$ cat config.mk
export PLATFORM = sky130hd
export DESIGN_NAME = hwt_alu
export DESIGN_NICKNAME = d
export VERILOG_FILES = /design/src/rtl/hwt_pkg.sv /design/src/rtl/hwt_alu.sv
export SDC_FILE = /design/constraint.sdc
export NUM_CORES = 1
export LEC_CHECK = 0
export BUFFER_PORTS_ARGS = -buffer_cell sky130_fd_sc_hd__buf_2
export CORE_MARGIN = 2
export CORE_UTILIZATION = 52
export DETAILED_ROUTE_END_ITERATION = 8
export PLACE_DENSITY = 0.85
export SLEW_MARGIN = 40
export SYNTH_ARGS = -nofsm -noshare
export SYNTH_HDL_FRONTEND = slang
export SYNTH_SLANG_ARGS = --single-unit
$ cat constraint.sdc
create_clock -name vclk -period 5.7
set_clock_uncertainty 0.15 [all_clocks]
set_input_delay 0.57 -clock vclk [all_inputs]
set_output_delay 0.57 -clock vclk [all_outputs]
set_load 0.02 [all_outputs]
$ cat src/rtl/hwt_pkg.sv
// Shared types and constants of the hierarchical timer wheel.
`timescale 1ns / 1ps
package hwt_pkg;

  // Link field width; the all-ones code marks an empty link
  localparam int LW = 6;
  localparam logic [LW-1:0] NIL = 6'd63;

  // Farthest look-ahead of a query on an empty wheel
  localparam logic [31:0] MAX_AHEAD = 32'h3fff_ffff;

  // Operation codes
  localparam logic [1:0] FN_ADD   = 2'd0;
  localparam logic [1:0] FN_DEL   = 2'd1;
  localparam logic [1:0] FN_RUN   = 2'd2;
  localparam logic [1:0] FN_QUERY = 2'd3;

  // Result kinds
  localparam logic [1:0] KD_ACK   = 2'd0;
  localparam logic [1:0] KD_EXP   = 2'd1;
  localparam logic [1:0] KD_COUNT = 2'd2;
  localparam logic [1:0] KD_NEXT  = 2'd3;

  // Shared adder operations
  localparam logic ALU_ADD = 1'b0;
  localparam logic ALU_SUB = 1'b1;

  typedef struct packed {
    logic [1:0]  func;
    logic [4:0]  timer_id;
    logic [31:0] expiry;
    logic [31:0] target_time;
  } in_t;

  typedef struct packed {
    logic [1:0]  kind;
    logic [4:0]  expired_id;
    logic [31:0] value;
    logic        last;
  } out_t;

endpackage

$ cat src/rtl/hwt_alu.sv
// Shared 32-bit add/subtract unit of the timer wheel sequencer.
`timescale 1ns / 1ps
module hwt_alu import hwt_pkg::*; (
  input  logic        op,
  input  logic [31:0] a,
  input  logic [31:0] b,
  output logic [31:0] y
);

  // Add or subtract; compares read the sign of the difference
  assign y = (op == ALU_SUB) ? (a - b) : (a + b);

endmodule

# Word-level counts from Yosys, hierarchy flattened

Index checks and enable logic that the tools add are counted.

Add/subtract/negate cells: 2
Muxes and demuxes: 1

Operators with widths:

| kind              | count |
|---|---|
| 32-bit adder      | 1 |
| 32-bit 2-to-1 mux | 1 |
| 32-bit subtractor | 1 |

Flip-flop bits (word level): 0
Input bits: 65

# Longest topological paths before layout

Word-level depth: 2
Depth in mapped cells: 16
Mapped depth without buffers: 15

# Worst setup path before layout

OpenSTA, ideal clock, no wires.

Path kind: input to output
From: in b[5]
To: out y[30]
Arrival time: 4136 ps
Required time: 4980 ps
Path slack: 844 ps
Stages: 15
Buffers on the path: 1
Cells stage by stage: or4_4 or3_4 nor2_2 nand2_1 nor3_1 a31oi_1 xnor2_1 ha_1 clkbuf_1 and3_1 a32o_1 a21oi_1 a211oi_1 or2_2 a211oi_1

Longest elaborated chain between the ends: 2
Elaborated cells on any way between the ends: 3

RTL lines:

| what                                              | RTL line      | text |
|---|---|---|
| from (decl)                                       | hwt_alu.sv:6  | `input logic [31:0] b,` |
| 32-bit adder or 32-bit subtractor (tied branches) | hwt_alu.sv:11 | `assign y = (op == ALU_SUB) ? (a - b) : (a + b);` |
| 32-bit 2-to-1 mux (*)                             | hwt_alu.sv:11 |  |
| to (decl)                                         | hwt_alu.sv:7  | `output logic [31:0] y` |

Every way passes the cells marked *; elsewhere a longest branch is shown, timed or not.

# Worst setup path in the final report

From: in b[3]
To: out y[25]

The elaborated chain is that of the path after synthesis.

==> results.md <==
* Synth warn at 0
* Die area at 0.005088 mm^2
* Max-slew violations at 0
* Drt drc at 0
* Maximum vdd drop at 0.0001402 V
* Fraction of layout cells with a size suffix above 1 at 0.2575
* Crit Path Max Fanout at 6
* Sequential share of the synthesized area at 0
* Post-synthesis compound-gate area fraction at 0.2797
* Via density at 5.778
* Die Ht at 71.33 um
* Syn Area/Cell at 6.774 um^2
* Switching share of power at 0.6098
* Syn Std Cell Area at 0.002357 mm^2
* Wire length per cell at 13.45 um
* Multiplexer share of the synthesized area at 0.009023
* Slew @ Worst Pin at 701.9 ps
* Psw at 329.5 uW
* Unrepaired setup endpoints after global routing: false
* FFs & Latches at 0
* PwrDens at 187.7 mW/mm^2
* Most instantiated library cell after synthesis: a21oi_1
* Buffers on Ports at 97
* Max Fclk at 191.0 MHz
* Total gr overflow at 0
* Routed WL at 6552 um
* Post-Synth Adder-Cell Area at 0.1783
* Placed wire-length estimate at 5669 um
* WP data required at 4980 ps
* Post-CTS Setup Inserts at 0
* Layout Cells excl Fill at 487
* Placed insts at 487
* Final setup vio count at 0
* Share of the synthesized area in the top cell type at 0.1699
* DRT Pass-1 Iters at 4
* First-pass GRT wire length at 11050 um
* Util after Layout at 0.6612
* Net Count, Synth at 446
* Clock buf count at 0
* Initial antenna violation count at 0
* Vias in the first global route at 2618
* Largest family of logic cells by synthesized area: compound AO/OA/AOI/OAI gates
* Width of the die at 71.33 um
* Synth Area in Simple Gates at 0.2718
* Post-cts gate resize count at 0
* ANT cells at 0
* Final hold violation count at 0
* DRT antenna net count at 0
* Minimum clock period at 5236 ps
* Reg power frac at 0
* Final net count at 535
* Setup Total Neg Slack at 0 ps
* CP endpoint kind: output port
* Largest net degree at the start of global routing at 32
* DR iter-0 viols at 187
* Core area at 0.004354 mm^2
* Mapped Cells at 348
* GRT Overall Usage at 0.2536
* Placed cell area at 0.002879 mm^2
* Crit Path Category: input port to output port
* XOR/XNOR Fraction of Synth Area at 0.2187
* Period utilisation layout at 0.9186
* Leakage power at 0.001322 uW
* CP arrival at 4520 ps
* Final instance area at 0.002879 mm^2
* Vias at 2814
* Combinational power share at 1.000
* Global placement routability congestion at 0.9278
* Commonest cells in the netlist: a21oi_1 (45), xnor2_1 (42), nor2_1 (38)
* Sequential cell area at 0 um^2
* Starting density of the core at 0.5414
* IO Pins at 97
* Yosys cell types at 51
* Status: completed
* Slew margin rel. at 0.5289
* Total Power at 540.3 uW
* Crit path launch type: input port
* Clock power share at 0
* Synth-to-layout area growth at 22.13%
* Hold WC Path Type: input port to output port
* Maxcap violations at 0
* Rows at 24
* # hold bufs at CTS at 0
* Cell taking the most area after synthesis: ha_1
* Cell internal pwr at 210.8 uW
* Top cells by area, synth: ha_1 (17%), xnor2_1 (16%), a21oi_1 (9.6%)
-- area by class of cell --
cell class	instances	area, um^2
inverter	15	56.30
multi-input combinational	322	2265
tap	52	65.06
timing repair buffer	98	493.0
fill	416	1475
-- worst paths after layout --
check | start | endpoint | slack (ps) | cells after the start
max | b[3] | y[25] | 460 | 14
min | b[0] | y[0] | 1410 | 4
-- per-stage QoR --
| stage | hold WS, ps | setup WS, ps |
|---|---|---|
| detailed placement | 1409 | 525.7 |
| floorplan | 1172 | 844.0 |
| finish | 1411 | 464.2 |
| CTS | 1413 | 508.9 |
| global placement | 1405 | 583.6 |
| global route | 1444 | 180.5 |
-- worst max-delay path, stage by stage --
cell and delay (ps):
buf_2 130, or4_4 560, or3_4 360, nor4_1 470, a21oi_1 160, xnor2_1 170
ha_1 380, nand3_1 140, or3_1 400, o21ai_2 280, a311oi_1 260, o31ai_1 300
xor2_1 160, buf_2 170
-- cell usage in the layout, fill, tap and decap left out, drive strengths merged, types with 5 or more instances in the layout --
cell    instances
nand3           9
a31oi           7
nor2           39
a21oi          45
a21o            7
ha             32
xor2           15
xnor2          43
or3             5
nor2b           5
buf            98
nand4           5
o21ai          18
nand2          24
nor4            5
inv            15
nor3           17
and3            6
o21a            5
o21bai          7
-- power groups by stage --
stage	Clock, uW	Sequential [uW]	Combinational, uW
after floorplan	0	0	382
after global placement	0	0	529
after detailed placement	0	0	536
after CTS	0	0	539
after global routing	0	0	592
final	0	0	540
-- metal layers --
layer / global-route usage / wire (um) / up-vias / part of all wire
met5: 0 / 0 / - / 0
met4: 0.03983 / 55 / 0 / 0.0084
met3: 0.02391 / 401 / 6 / 0.061
met2: 0.4362 / 3042 / 104 / 0.46
met1: 0.3498 / 3053 / 1258 / 0.47
li1: - / - / 1446 / -
-- logic make-up (layout without fill, tap and decap cells) --
family | after synthesis | in the layout
AND/OR/NAND/NOR | 124 | 124
adder cells (fa/ha/maj) | 33 | 33
multiplexers | 2 | 2
AO/OA/AOI/OAI | 105 | 105
buffers and inverters | 26 | 113
XOR/XNOR | 58 | 58
Note: power is estimated with default switching activity, not from simulation.
