==> src/rtl/hwt_pkg.sv <==
// Shared types and constants of the hierarchical timer wheel.
`timescale 1ns / 1ps
package hwt_pkg;

  // Link field width; the all-ones code marks an empty link
  localparam int LW = 6;
  localparam logic [LW-1:0] NIL = 6'd63;

  // Farthest look-ahead of a query on an empty wheel
  localparam logic [31:0] MAX_AHEAD = 32'h3fff_ffff;

  // Operation codes
  localparam logic [1:0] FN_ADD   = 2'd0;
  localparam logic [1:0] FN_DEL   = 2'd1;
  localparam logic [1:0] FN_RUN   = 2'd2;
  localparam logic [1:0] FN_QUERY = 2'd3;

  // Result kinds
  localparam logic [1:0] KD_ACK   = 2'd0;
  localparam logic [1:0] KD_EXP   = 2'd1;
  localparam logic [1:0] KD_COUNT = 2'd2;
  localparam logic [1:0] KD_NEXT  = 2'd3;

  // Shared adder operations
  localparam logic ALU_ADD = 1'b0;
  localparam logic ALU_SUB = 1'b1;

  typedef struct packed {
    logic [1:0]  func;
    logic [4:0]  timer_id;
    logic [31:0] expiry;
    logic [31:0] target_time;
  } in_t;

  typedef struct packed {
    logic [1:0]  kind;
    logic [4:0]  expired_id;
    logic [31:0] value;
    logic        last;
  } out_t;

endpackage

==> src/rtl/hwt_out_reg.sv <==
// Output holding register between the sequencer and the result channel.
`timescale 1ns / 1ps
module hwt_out_reg import hwt_pkg::*; (
  input  logic clk,
  input  logic rst,
  input  logic in_valid,
  output logic in_ready,
  input  out_t in_data,
  output logic out_valid,
  input  logic out_ready,
  output out_t out_data
);

  assign in_ready = !out_valid || out_ready;

  // Hold the word until it is taken
  always_ff @(posedge clk) begin
    if (rst) begin
      out_valid <= 1'b0;
    end else if (in_ready) begin
      out_valid <= in_valid;
    end
  end

  always_ff @(posedge clk) begin
    if (in_ready && in_valid) begin
      out_data <= in_data;
    end
  end

endmodule

==> config.mk <==
export PLATFORM = sky130hd
export DESIGN_NAME = hwt_out_reg
export DESIGN_NICKNAME = d
export VERILOG_FILES = /design/src/rtl/hwt_pkg.sv /design/src/rtl/hwt_out_reg.sv
export SDC_FILE = /design/constraint.sdc
export NUM_CORES = 1
export LEC_CHECK = 0
export BUFFER_PORTS_ARGS = -buffer_cell sky130_fd_sc_hd__buf_2
export CORE_MARGIN = 2
export CORE_UTILIZATION = 25
export CTS_BUF_LIST = sky130_fd_sc_hd__clkbuf_16
export DETAILED_ROUTE_END_ITERATION = 7
export HOLD_SLACK_MARGIN = 0.03
export RECOVER_POWER = 50
export SYNTH_ARGS = -nofsm -noshare
export SYNTH_HDL_FRONTEND = slang
export SYNTH_SLANG_ARGS = --single-unit
==> constraint.sdc <==
create_clock -name clk -period 1.9 [get_ports clk]
set_input_delay 0.095 -clock clk [delete_from_list [all_inputs] [get_ports clk]]
set_output_delay 0.095 -clock clk [all_outputs]
set_load 0.02 [all_outputs]
# Yosys cells after proc, flatten, opt, wreduce, memory -nomap -nowiden

Index checks and enable logic that the tools add are counted.

Register bits: 41
Bits of input ports: 44
Output and inout port bits: 42
Logic and storage cells: 8

Reductions and logical operators: 3

Operators with widths:

| operator            | count |
|---|---|
| $logic_and A1 B1 Y1 | 1 |
| $logic_not A1 Y1    | 1 |
| $logic_or A1 B1 Y1  | 1 |

# Depth between registers and ports, before layout

Gate-level depths: netlist (run 1).

Depth in word-level cells: 3
Depth in mapped cells: 2
Gate-level depth less buffers: 2

# Worst setup path after synthesis (run 1)

Ideal clock, no wire load.

Path kind: reg2reg
Start: register out_valid
End: register out_data[0] in the netlist's numbering, enable pin
Setup time: 0.353 ns
Data arrival time: 0.928 ns
Required time: 1.547 ns
Slack: 0.619 ns
Cell stages (with the launch flop): 3
Buffers on the path: 0
Period minus slack after synthesis: 1.281 ns
Path through: dfxtp_1 -> nand2b_4 -> and2_4

Word-level cells in the longest chain between the ends: 3

RTL lines:

| what                   | RTL line          | RTL |
|---|---|---|
| from (decl)            | hwt_out_reg.sv:9  | `output logic out_valid,` |
| from (signal assigned) | hwt_out_reg.sv:21 | `out_valid <= in_valid;` |
| $logic_not A1 Y1       | hwt_out_reg.sv:14 | `assign in_ready = !out_valid \|\| out_ready;` |
| $logic_or A1 B1 Y1     | hwt_out_reg.sv:14 |  |
| via in_ready           | hwt_out_reg.sv:7  | `output logic in_ready,` |
| $logic_and A1 B1 Y1    | hwt_out_reg.sv:26 | `if (in_ready && in_valid) begin` |
| to (signal assigned)   | hwt_out_reg.sv:27 | `out_data <= in_data;` |
| to (decl)              | hwt_out_reg.sv:11 | `output out_t out_data` |

The timed path passes the listed nets, and every way through them passes these cells.
A chain may end at the register's enable or synchronous reset.

# Final worst setup path (run 1)

Start: register out_valid
End: register out_data[31] in the netlist's numbering, enable pin

Word-level cells in the longest chain between the ends: 3

RTL lines:

| what                | RTL line |
|---|---|
| $logic_not A1 Y1    | hwt_out_reg.sv:14 |
| $logic_or A1 B1 Y1  | hwt_out_reg.sv:14 |
| $logic_and A1 B1 Y1 | hwt_out_reg.sv:26 |

No other way between the ends.

==> run_results.csv, run 1 <==
group,metric,value,unit
critical_path,arrival,1180,ps
placed_design,io_buffers,85,
detailed_routing,drt-pass1-iter-count,4,
synthesis,synth-xor-area-share,0,%
grt,overflow,0,
detailed_routing,wl_met3,312,um
synthesis,synth_top_family_by_area,"simple AND/OR/NAND/NOR gates",
grt,antenna_found_initial,0,
sta,fin_crit,1270,ps
sta,clock_skew,3.75,ps
power,leakage,0.000939,uW
placed_design,dp_slack,633,ps
sta,worst_pin_slew,512,ps
sta,max_slew_margin,65.8,%
grt,grt_use_total,10.3,%
hold_path,hold_path_class,"input port to flip-flop",
synthesis,synth_area,1260,um2
placed_design,gp_congestion,0.649,
power,vdd_drop_max,539,uV
critical_path,crit_buf_inv,0,
floorplanning,rows,25,
critical_path,end_kind,"flip-flop",
synthesis,synth-adder-area-share,0,%
detailed_routing,routed_wl,2850,um
sta,worst_slack,631,ps
critical_path,crit_slowest_cell,"and2_4",
floorplanning,design.core.area,4790,um2
floorplanning,fp.dieH,74.9,um
critical_path,critPathRequiredTime,1810,ps
placed_design,place_area,1770,um2
clock_tree,cts_tree,"built",
grt,grt_pass1_wl,4130,um
synthesis,avgSynthCellArea,27.9,um2
clock_tree,cts_resized,0,
synthesis,synth_mux_area_share,0,%
synthesis,synth-seq-cells,41,
grt,grt_max_degree,41,
detailed_routing,drtIter0Drc,22,
detailed_routing,vias,928,
floorplanning,fp.dieW,74.9,um
detailed_routing,drt.antenna.violating_nets,0,
clock_tree,post_cts_buffers,0,
detailed_routing,top_layer_used,"met4",
detailed_routing,drt-met1-wl,922,um
sta,fmax,788,MHz
synthesis,yosysSeqAreaShare,97.2,%
detailed_routing,remaining_drc_errors,0,
critical_path,path_cells,"nand2b_4, and2_4",
sta,fin_crit_sh,66.8,%
finish,nNetsFinal,222,
sta,hold_viol,0,
finish,stdcell_area,2290,um2
floorplanning,initial_core_util,26.2,%
finish,syn2layout_area_growth,82.0,%
clock_tree,hold_buffers,41,
sta,slew_viol_final,0,
critical_path,crit_type,"flip-flop to flip-flop",
clock_tree,cts_sinks,41,
synthesis,synth_cells,45,
floorplanning,pin_count,86,
clock_tree,clk_latency,270,ps
critical_path,crit_family,"simple AND/OR/NAND/NOR gates",
clock_tree,cts_buffers,5,
sta,whs,97.5,ps
power,powerDensity,911,nW/um2
finish,antenna_cells,0,
run,drv_cap,0,
synthesis,yosysWarnings,0,
outcome,outcome,"completed",
clock_tree,cts_root_buf,"clkbuf_16",
critical_path,max_stage_delay,480,ps
synthesis,syn-num-nets,89,
detailed_routing,post_drt_wl_per_cell,11.6,um
clock_tree,clk_path_buf_depth,2,
sta,setup-tns-final,0,ps
detailed_routing,viasPerCell,3.77,
finish,drive_gt1_share,41.3,%
synthesis,synth_compound_area_share,0.697,%
critical_path,cp-start-kind,"flip-flop",
sta,setup_viol,0,
clock_tree,clkSlewWorstSetupHoldPaths,60,ps
critical_path,crit_fanout,40,
grt,grt_pass1_vias,998,
detailed_routing,wl_met2,1600,um
sta,rsz0062_at_grt,"false",
synthesis,yosysUniqueCellTypes,6,
clock_tree,cts_htree_levels,2,
floorplanning,dieArea,5610,um2
synthesis,synthSimpleGateAreaFrac,1.79,%
-- stage by stage --
step	power (uW)	std cells	utilization (%)
detailed placement	1280	197	36.9
global route	2170	246	47.8
floorplan	1180	45	-
global placement	1270	197	36.9
CTS	2130	246	48.4
finish	2080	246	47.8
-- layout make-up --
class	instances	area, um2
repair buffers	126	811
flip-flops and latches	41	1220
well taps	67	83.8
clock buffers	5	125
multi-input cells	3	27.5
clock inverters	3	13.8
fillers	442	2500
inverters	1	3.75
-- cells in the mapped netlist, drive strengths merged --
| library cell | number | area (um2) |
|---|---|---|
| edfxtp | 40 | 1200 |
| a21oi | 1 | 8.76 |
| and2 | 1 | 8.76 |
| dfxtp | 1 | 20.0 |
| inv | 1 | 3.75 |
| nand2b | 1 | 13.8 |
-- worst reg2reg max path: cells and delay by family (launching register included) --
family / cells / cell delay [ps]
DFF: 1 / 330
and+or+nand+nor: 2 / 560
-- cells in the final DEF, fill, tap and decap left out --
cell type,count
inv_1,2
buf_2,65
clkinv_2,2
clkbuf_1,20
edfxtp_1,40
and2_4,1
clkbuf_16,5
dlygate4sd3_1,41
a21oi_1,1
dfxtp_1,1
nand2b_4,1
-- flip-flops by register name (all words and copies together), names as in the netlist --
name,cells
out_data,40
out_valid,1
-- metal layers --
metal / vias up / global-route usage (%)
met3: 2 / 4.28
met1: 426 / 9.28
li1: 445 / -
met2: 55 / 19.7
met4: 0 / 4.76
met5: - / 0
-- kinds of logic (layout without fill, tap and decap cells) --
logic type,count (synthesis),after routing
compound gates,1,1
buf+inv,1,135
flops,41,41
simple gates,2,2
-- final timing paths --
path	start	end	slack (ps)	cells past startpoint
worst max-delay path	out_valid	out_data[31]	630	2
worst min-delay path	in_valid	out_valid	100	3
worst max register to register	out_valid	out_data[31]	630	2
worst min register to register	out_valid	out_valid	530	2
-- power by group --
part | internal (uW) | leakage [uW] | total (uW) | switching, uW
Sequential | 1060 | 0.000395 | 1070 | 13.0
Clock | 475 | 0.0000748 | 768 | 293
Combinational | 116 | 0.000469 | 244 | 128
No activity file was read; power rests on OpenSTA's default activity.
==> run 2, diff against run 1 <==
- ABC_AREA: unset -> 1
- clock period: 1.9 -> 1.05 ns (I/O delays scaled with it)
==> run_results.csv, run 2 <==
group,metric,value,unit
power,switching_power,833,uW
grt,grt_pass1_vias,999,
critical_path,critPathRequiredTime,1030,ps
sta,setup-tns-final,-87.9,ps
floorplanning,rows,25,
synthesis,synthSimpleGateAreaFrac,0.501,%
synthesis,yosys.area.top_type_share,96.2,%
finish,syn2layout_area_growth,89.6,%
detailed_routing,drt-pass1-iter-count,4,
sta,fmax,942,MHz
power,fin_total_pwr,3850,uW
floorplanning,fp.dieW,74.7,um
critical_path,end_kind,"flip-flop",
critical_path,cp-start-kind,"flip-flop",
synthesis,synthFlopType,"edfxtp_1",
power,pwr-share-comb,12.6,%
finish,largest_reg_flops,40,
sta,worst_pin_slew,195,ps
power,power_frac_clock,37.1,%
grt,grt_max_degree,22,
outcome,outcome,"complete, but fails checks",
synthesis,yosysUniqueCellTypes,7,
detailed_routing,routed_wl,3210,um
hold_path,hold_path_class,"input port to flip-flop",
sta,max_slew_margin,87.0,%
finish,reg.largest.list,"out_data x40, out_valid x1",
detailed_routing,post_drt_wl_per_cell,12.9,um
clock_tree,clk_path_buf_depth,2,
synthesis,synth-seq-cells,41,
synthesis,synth_compound_area_share,1.10,%
synthesis,synthTopCellsByArea,"edfxtp_1 96%, dfxtp_1 1.6%, a21oi_2 0.70%, nand2_2 0.50%, a21oi_1 0.40%",
clock_tree,cts_sinks,41,
synthesis,synth_top_cell_by_area,"edfxtp_1",
sta,fin_crit_sh,101,%
placed_design,dp_slack,14.8,ps
finish,layout_common_cells,"85 x buf_2, 41 x dlygate4sd3_1, 40 x edfxtp_1, 5 x clkbuf_16",
power,powerDensity,1630,nW/um2
critical_path,crit_type,"flip-flop to flip-flop",
grt,grt_pass1_wl,4710,um
sta,setup_viol,15,
clock_tree,clkSlewWorstSetupHoldPaths,60,ps
floorplanning,initial_core_util,26.3,%
detailed_routing,remaining_drc_errors,0,
grt,overflow,0,
clock_tree,cts_tree,"built",
clock_tree,cts_root_buf,"clkbuf_16",
grt,antenna_found_initial,0,
clock_tree,cts_htree_levels,2,
clock_tree,clk_latency,270,ps
detailed_routing,vias,950,
floorplanning,pin_count,86,
synthesis,avgSynthCellArea,27.1,um2
power,vdd_drop_max,933,uV
critical_path,crit_fanout,21,
sta,worst_slack,-11.6,ps
sta,rsz0062_at_grt,"true",
detailed_routing,drt.antenna.violating_nets,0,
placed_design,gp_congestion,0.626,
power,swShare,21.6,%
synthesis,yosysSeqAreaShare,97.8,%
clock_tree,cts_buffers,5,
synthesis,async_reset_ff_share,0,%
floorplanning,fp.dieH,74.7,um
floorplanning,dieArea,5580,um2
sta,slew_viol_final,0,
finish,layout_commonest_cell,"buf_2",
outcome,violations,"negative setup slack",
finish,nNetsFinal,225,
synthesis,synth-adder-area-share,0,%
detailed_routing,viasPerCell,3.82,
run,drv_cap,0,
synthesis,syn-num-nets,90,
synthesis,synth_area,1250,um2
power,internal-power,3020,uW
sta,clock_skew,7.03,ps
synthesis,yosysMostFrequentCell,"edfxtp_1",
synthesis,synth_mux_area_share,0,%
detailed_routing,drtIter0Drc,43,
floorplanning,design.core.area,4750,um2
placed_design,io_buffers,85,
critical_path,arrival,1040,ps
synthesis,yosysWarnings,0,
synthesis,synth_top_family_by_area,"compound AO/OA/AOI/OAI gates",
finish,drive_gt1_share,54.4,%
sta,fin_crit,1060,ps
sta,hold_viol,0,
grt,grt_use_total,12.0,%
power,leakage,0.00100,uW
synthesis,synth_edf_count,40,
synthesis,synth_cells,46,
synthesis,synth-xor-area-share,0,%
finish,antenna_cells,0,
power,power.share.sequential,50.3,%
finish,regMostFlops,"out_data",
-- run 2: layer usage --
layer	vias up	part of all wire [%]	global-route usage, %
li1	449	-	-
met3	2	11	6.16
met4	0	0.78	4.76
met2	61	51	20.1
met1	438	37	12.9
met5	-	0	0
-- run 2: worst max-delay path, stage by stage (launching register included) --
cell and delay [ps]:
dfxtp_4 360, a21oi_4 200, buf_12 200
-- run 2: worst paths after layout --
path / slack (ps) / cells past startpoint / start / end
worst max-delay path: -10 / 2 / out_valid / out_data[11]
worst min-delay path: 80 / 4 / out_ready / out_valid
worst max register to register: -10 / 2 / out_valid / out_data[11]
worst min register to register: 530 / 2 / out_valid / out_valid
-- run 2: kinds of logic after synthesis --
family / Yosys count
flops: 41
compound gates: 2
buf+inv: 2
simple gates: 1
-- run 2: final cells by class --
cell class                      instances  area, um2
Clock buffer                            5        125
Inverter                                2       7.51
Clock inverter                          3       18.8
Fill cell                             426       2390
Multi-Input combinational cell          3       31.3
Tap cell                               67       83.8
Timing Repair Buffer                  128        876
Sequential cell                        41       1220
-- run 2: repair_timing --
action | 4_1_cts | 5_1_grt
setup buffers | 0 | 0
endpoints found under the hold margin | 41 | 0
hold buffers | 41 | 0
setup endpoints to repair | 0 | 40
gates resized for setup | 0 | 0
-- run 2: metrics by stage --
step / hold slack (ps) / cells / instance area, um2 / utilization, %
detailed placement: 211 / 200 / 1810 / 38.1
CTS: 49.3 / 249 / 2370 / 49.8
global route: 88.2 / 249 / 2370 / 49.8
global placement: 204 / 200 / 1810 / 38.1
finish: 76.2 / 249 / 2370 / 49.8
floorplan: 106 / 46 / 1260 / -
-- run 2: power by group through the flow --
stage          sequential (uW)  combinational [uW]  clock, uW
2_1_floorplan             2090                41.3          0
3_3_place_gp              1970                 358          0
3_5_place_dp              1970                 369          0
4_1_cts                   1940                 484       1480
5_1_grt                   1950                 519       1550
6_report                  1940                 486       1430
==> run 3, diff against run 2 <==
- CORE_UTILIZATION: 25 -> 36
- PLACE_DENSITY: unset -> 0.74
==> run_results.csv, run 3 (same netlist as run 2, synthesis figures left out) <==
group,metric,value,unit
sta,max_slew_margin,89.5,%
detailed_routing,post_drt_wl_per_cell,14.9,um
placed_design,gp_congestion,0.687,
run,drv_cap,0,
grt,antenna_found_initial,0,
detailed_routing,routed_wl,3450,um
sta,setup_viol,40,
power,leakage,0.00104,uW
critical_path,arrival,1090,ps
sta,whs,71.9,ps
sta,worst_slack,-44.5,ps
power,switching_power,857,uW
sta,clock_skew,9.83,ps
grt,grt_use_total,17.8,%
power,powerDensity,1620,nW/um2
sta,fmax,914,MHz
detailed_routing,drt-pass1-iter-count,4,
outcome,violations,"negative setup slack",
detailed_routing,drt.antenna.violating_nets,0,
sta,hold_viol,0,
finish,antenna_cells,0,
sta,rsz0062_at_grt,"true",
power,power_frac_clock,36.9,%
floorplanning,fp.dieH,62.9,um
detailed_routing,remaining_drc_errors,0,
critical_path,cp-start-kind,"flip-flop",
grt,grt_max_degree,26,
floorplanning,fp.dieW,62.9,um
power,internal-power,3050,uW
floorplanning,pin_count,86,
finish,layout_common_cells,"85 x buf_2, 41 x dlygate4sd3_1, 40 x edfxtp_1, 7 x clkbuf_16, 3 x buf_12",
power,swShare,21.9,%
finish,nFillCells,196,
grt,overflow,0,
finish,largest_reg_flops,40,
critical_path,r2r_cells,3,
clock_tree,cts_tree,"built",
clock_tree,cts_sinks,41,
finish,drive_gt1_share,55.1,%
placed_design,dp_slack,-3.16,ps
placed_design,io_buffers,85,
power,vdd_drop_max,1210,uV
clock_tree,clk_latency,280,ps
power,power.share.sequential,49.6,%
clock_tree,cts_root_buf,"clkbuf_16",
finish,regArea,1220,um2
sta,worst_pin_slew,157,ps
finish,fin_util,72.3,%
clock_tree,cts_htree_levels,2,
finish,regMostFlops,"out_data",
critical_path,end_kind,"flip-flop",
grt,grt_pass1_wl,5110,um
floorplanning,design.core.area,3340,um2
detailed_routing,viasPerCell,4.26,
sta,fin_crit_sh,104,%
hold_path,hold_path_class,"input port to flip-flop",
clock_tree,clkSlewWorstSetupHoldPaths,60,ps
finish,syn2layout_area_growth,93.1,%
floorplanning,initial_core_util,37.4,%
hold_path,min_path_cells,4,
detailed_routing,vias,984,
finish,nNetsFinal,228,
clock_tree,clk_path_buf_depth,2,
critical_path,crit_type,"flip-flop to flip-flop",
power,pwr-share-comb,13.5,%
grt,grt_pass1_vias,1078,
sta,slew_viol_final,0,
finish,multi_input_comb_area,31.3,um2
finish,reg.largest.list,"out_data x40, out_valid x1",
finish,layout_commonest_cell,"buf_2",
clock_tree,cts_resized,0,
floorplanning,dieArea,3960,um2
detailed_routing,drtIter0Drc,13,
critical_path,critPathRequiredTime,1040,ps
clock_tree,cts_buffers,5,
floorplanning,rows,21,
outcome,outcome,"complete, but fails checks",
sta,fin_crit,1090,ps
critical_path,crit_fanout,12,
[run 3: layer usage]
layer | vias up | track usage [%] | routed length (um)
li1 | 455 | - | -
met1 | 462 | 20.1 | 1320
met2 | 62 | 29.7 | 1710
met3 | 5 | 7.75 | 356
met4 | 0 | 6.67 | 57
met5 | - | 0 | 0
[run 3: cell type report]
cell class                 instances  share of cell area, %
inverter                           2                  0.311
sequential                        41                   50.8
clock buffer                       5                   5.19
multi-input combinational          3                   1.30
clock inverter                     3                  0.778
tap                               46                   2.39
timing repair buffer             131                   39.2
[run 3: path summary, 6_finish.rpt]
kind	end	slack, ps	start
setup reg to reg	out_data[14]	-40	out_valid
setup / recovery	out_data[14]	-40	out_valid
hold / removal	out_valid	70	out_ready
hold reg to reg	out_valid	530	out_valid
[run 3: per-stage QoR]
stage / instances / area [um2] / TNS [ps] / power, uW
after floorplan: 46 / 1260 / -17410 / 2140
after global placement: 179 / 1790 / 0 / 2320
after detailed placement: 179 / 1790 / -46.9 / 2330
after CTS: 228 / 2340 / -247 / 3860
after global routing: 231 / 2410 / -1900 / 4050
final: 231 / 2410 / -1200 / 3910
[run 3: worst max-delay path, cell delays in order, from the launching register on]
cell and delay (ps):
dfxtp_4 360, a21oi_4 140, buf_12 140, clkbuf_16 160
[run 3: repair_timing]
action	4_1_cts	5_1_grt
setup endpoints to repair	25	40
hold buffers	41	0
endpoints found under the hold margin	41	0
buffers inserted	0	1
gates cloned	0	2
[run 3: power by group through the flow]
stage | registers, uW | clock network (uW) | logic (uW)
finish | 1940 | 1440 | 528
global route | 1950 | 1540 | 560
CTS | 1930 | 1450 | 478
detailed placement | 1970 | 0 | 362
global placement | 1960 | 0 | 355
floorplan | 2090 | 0 | 41.3
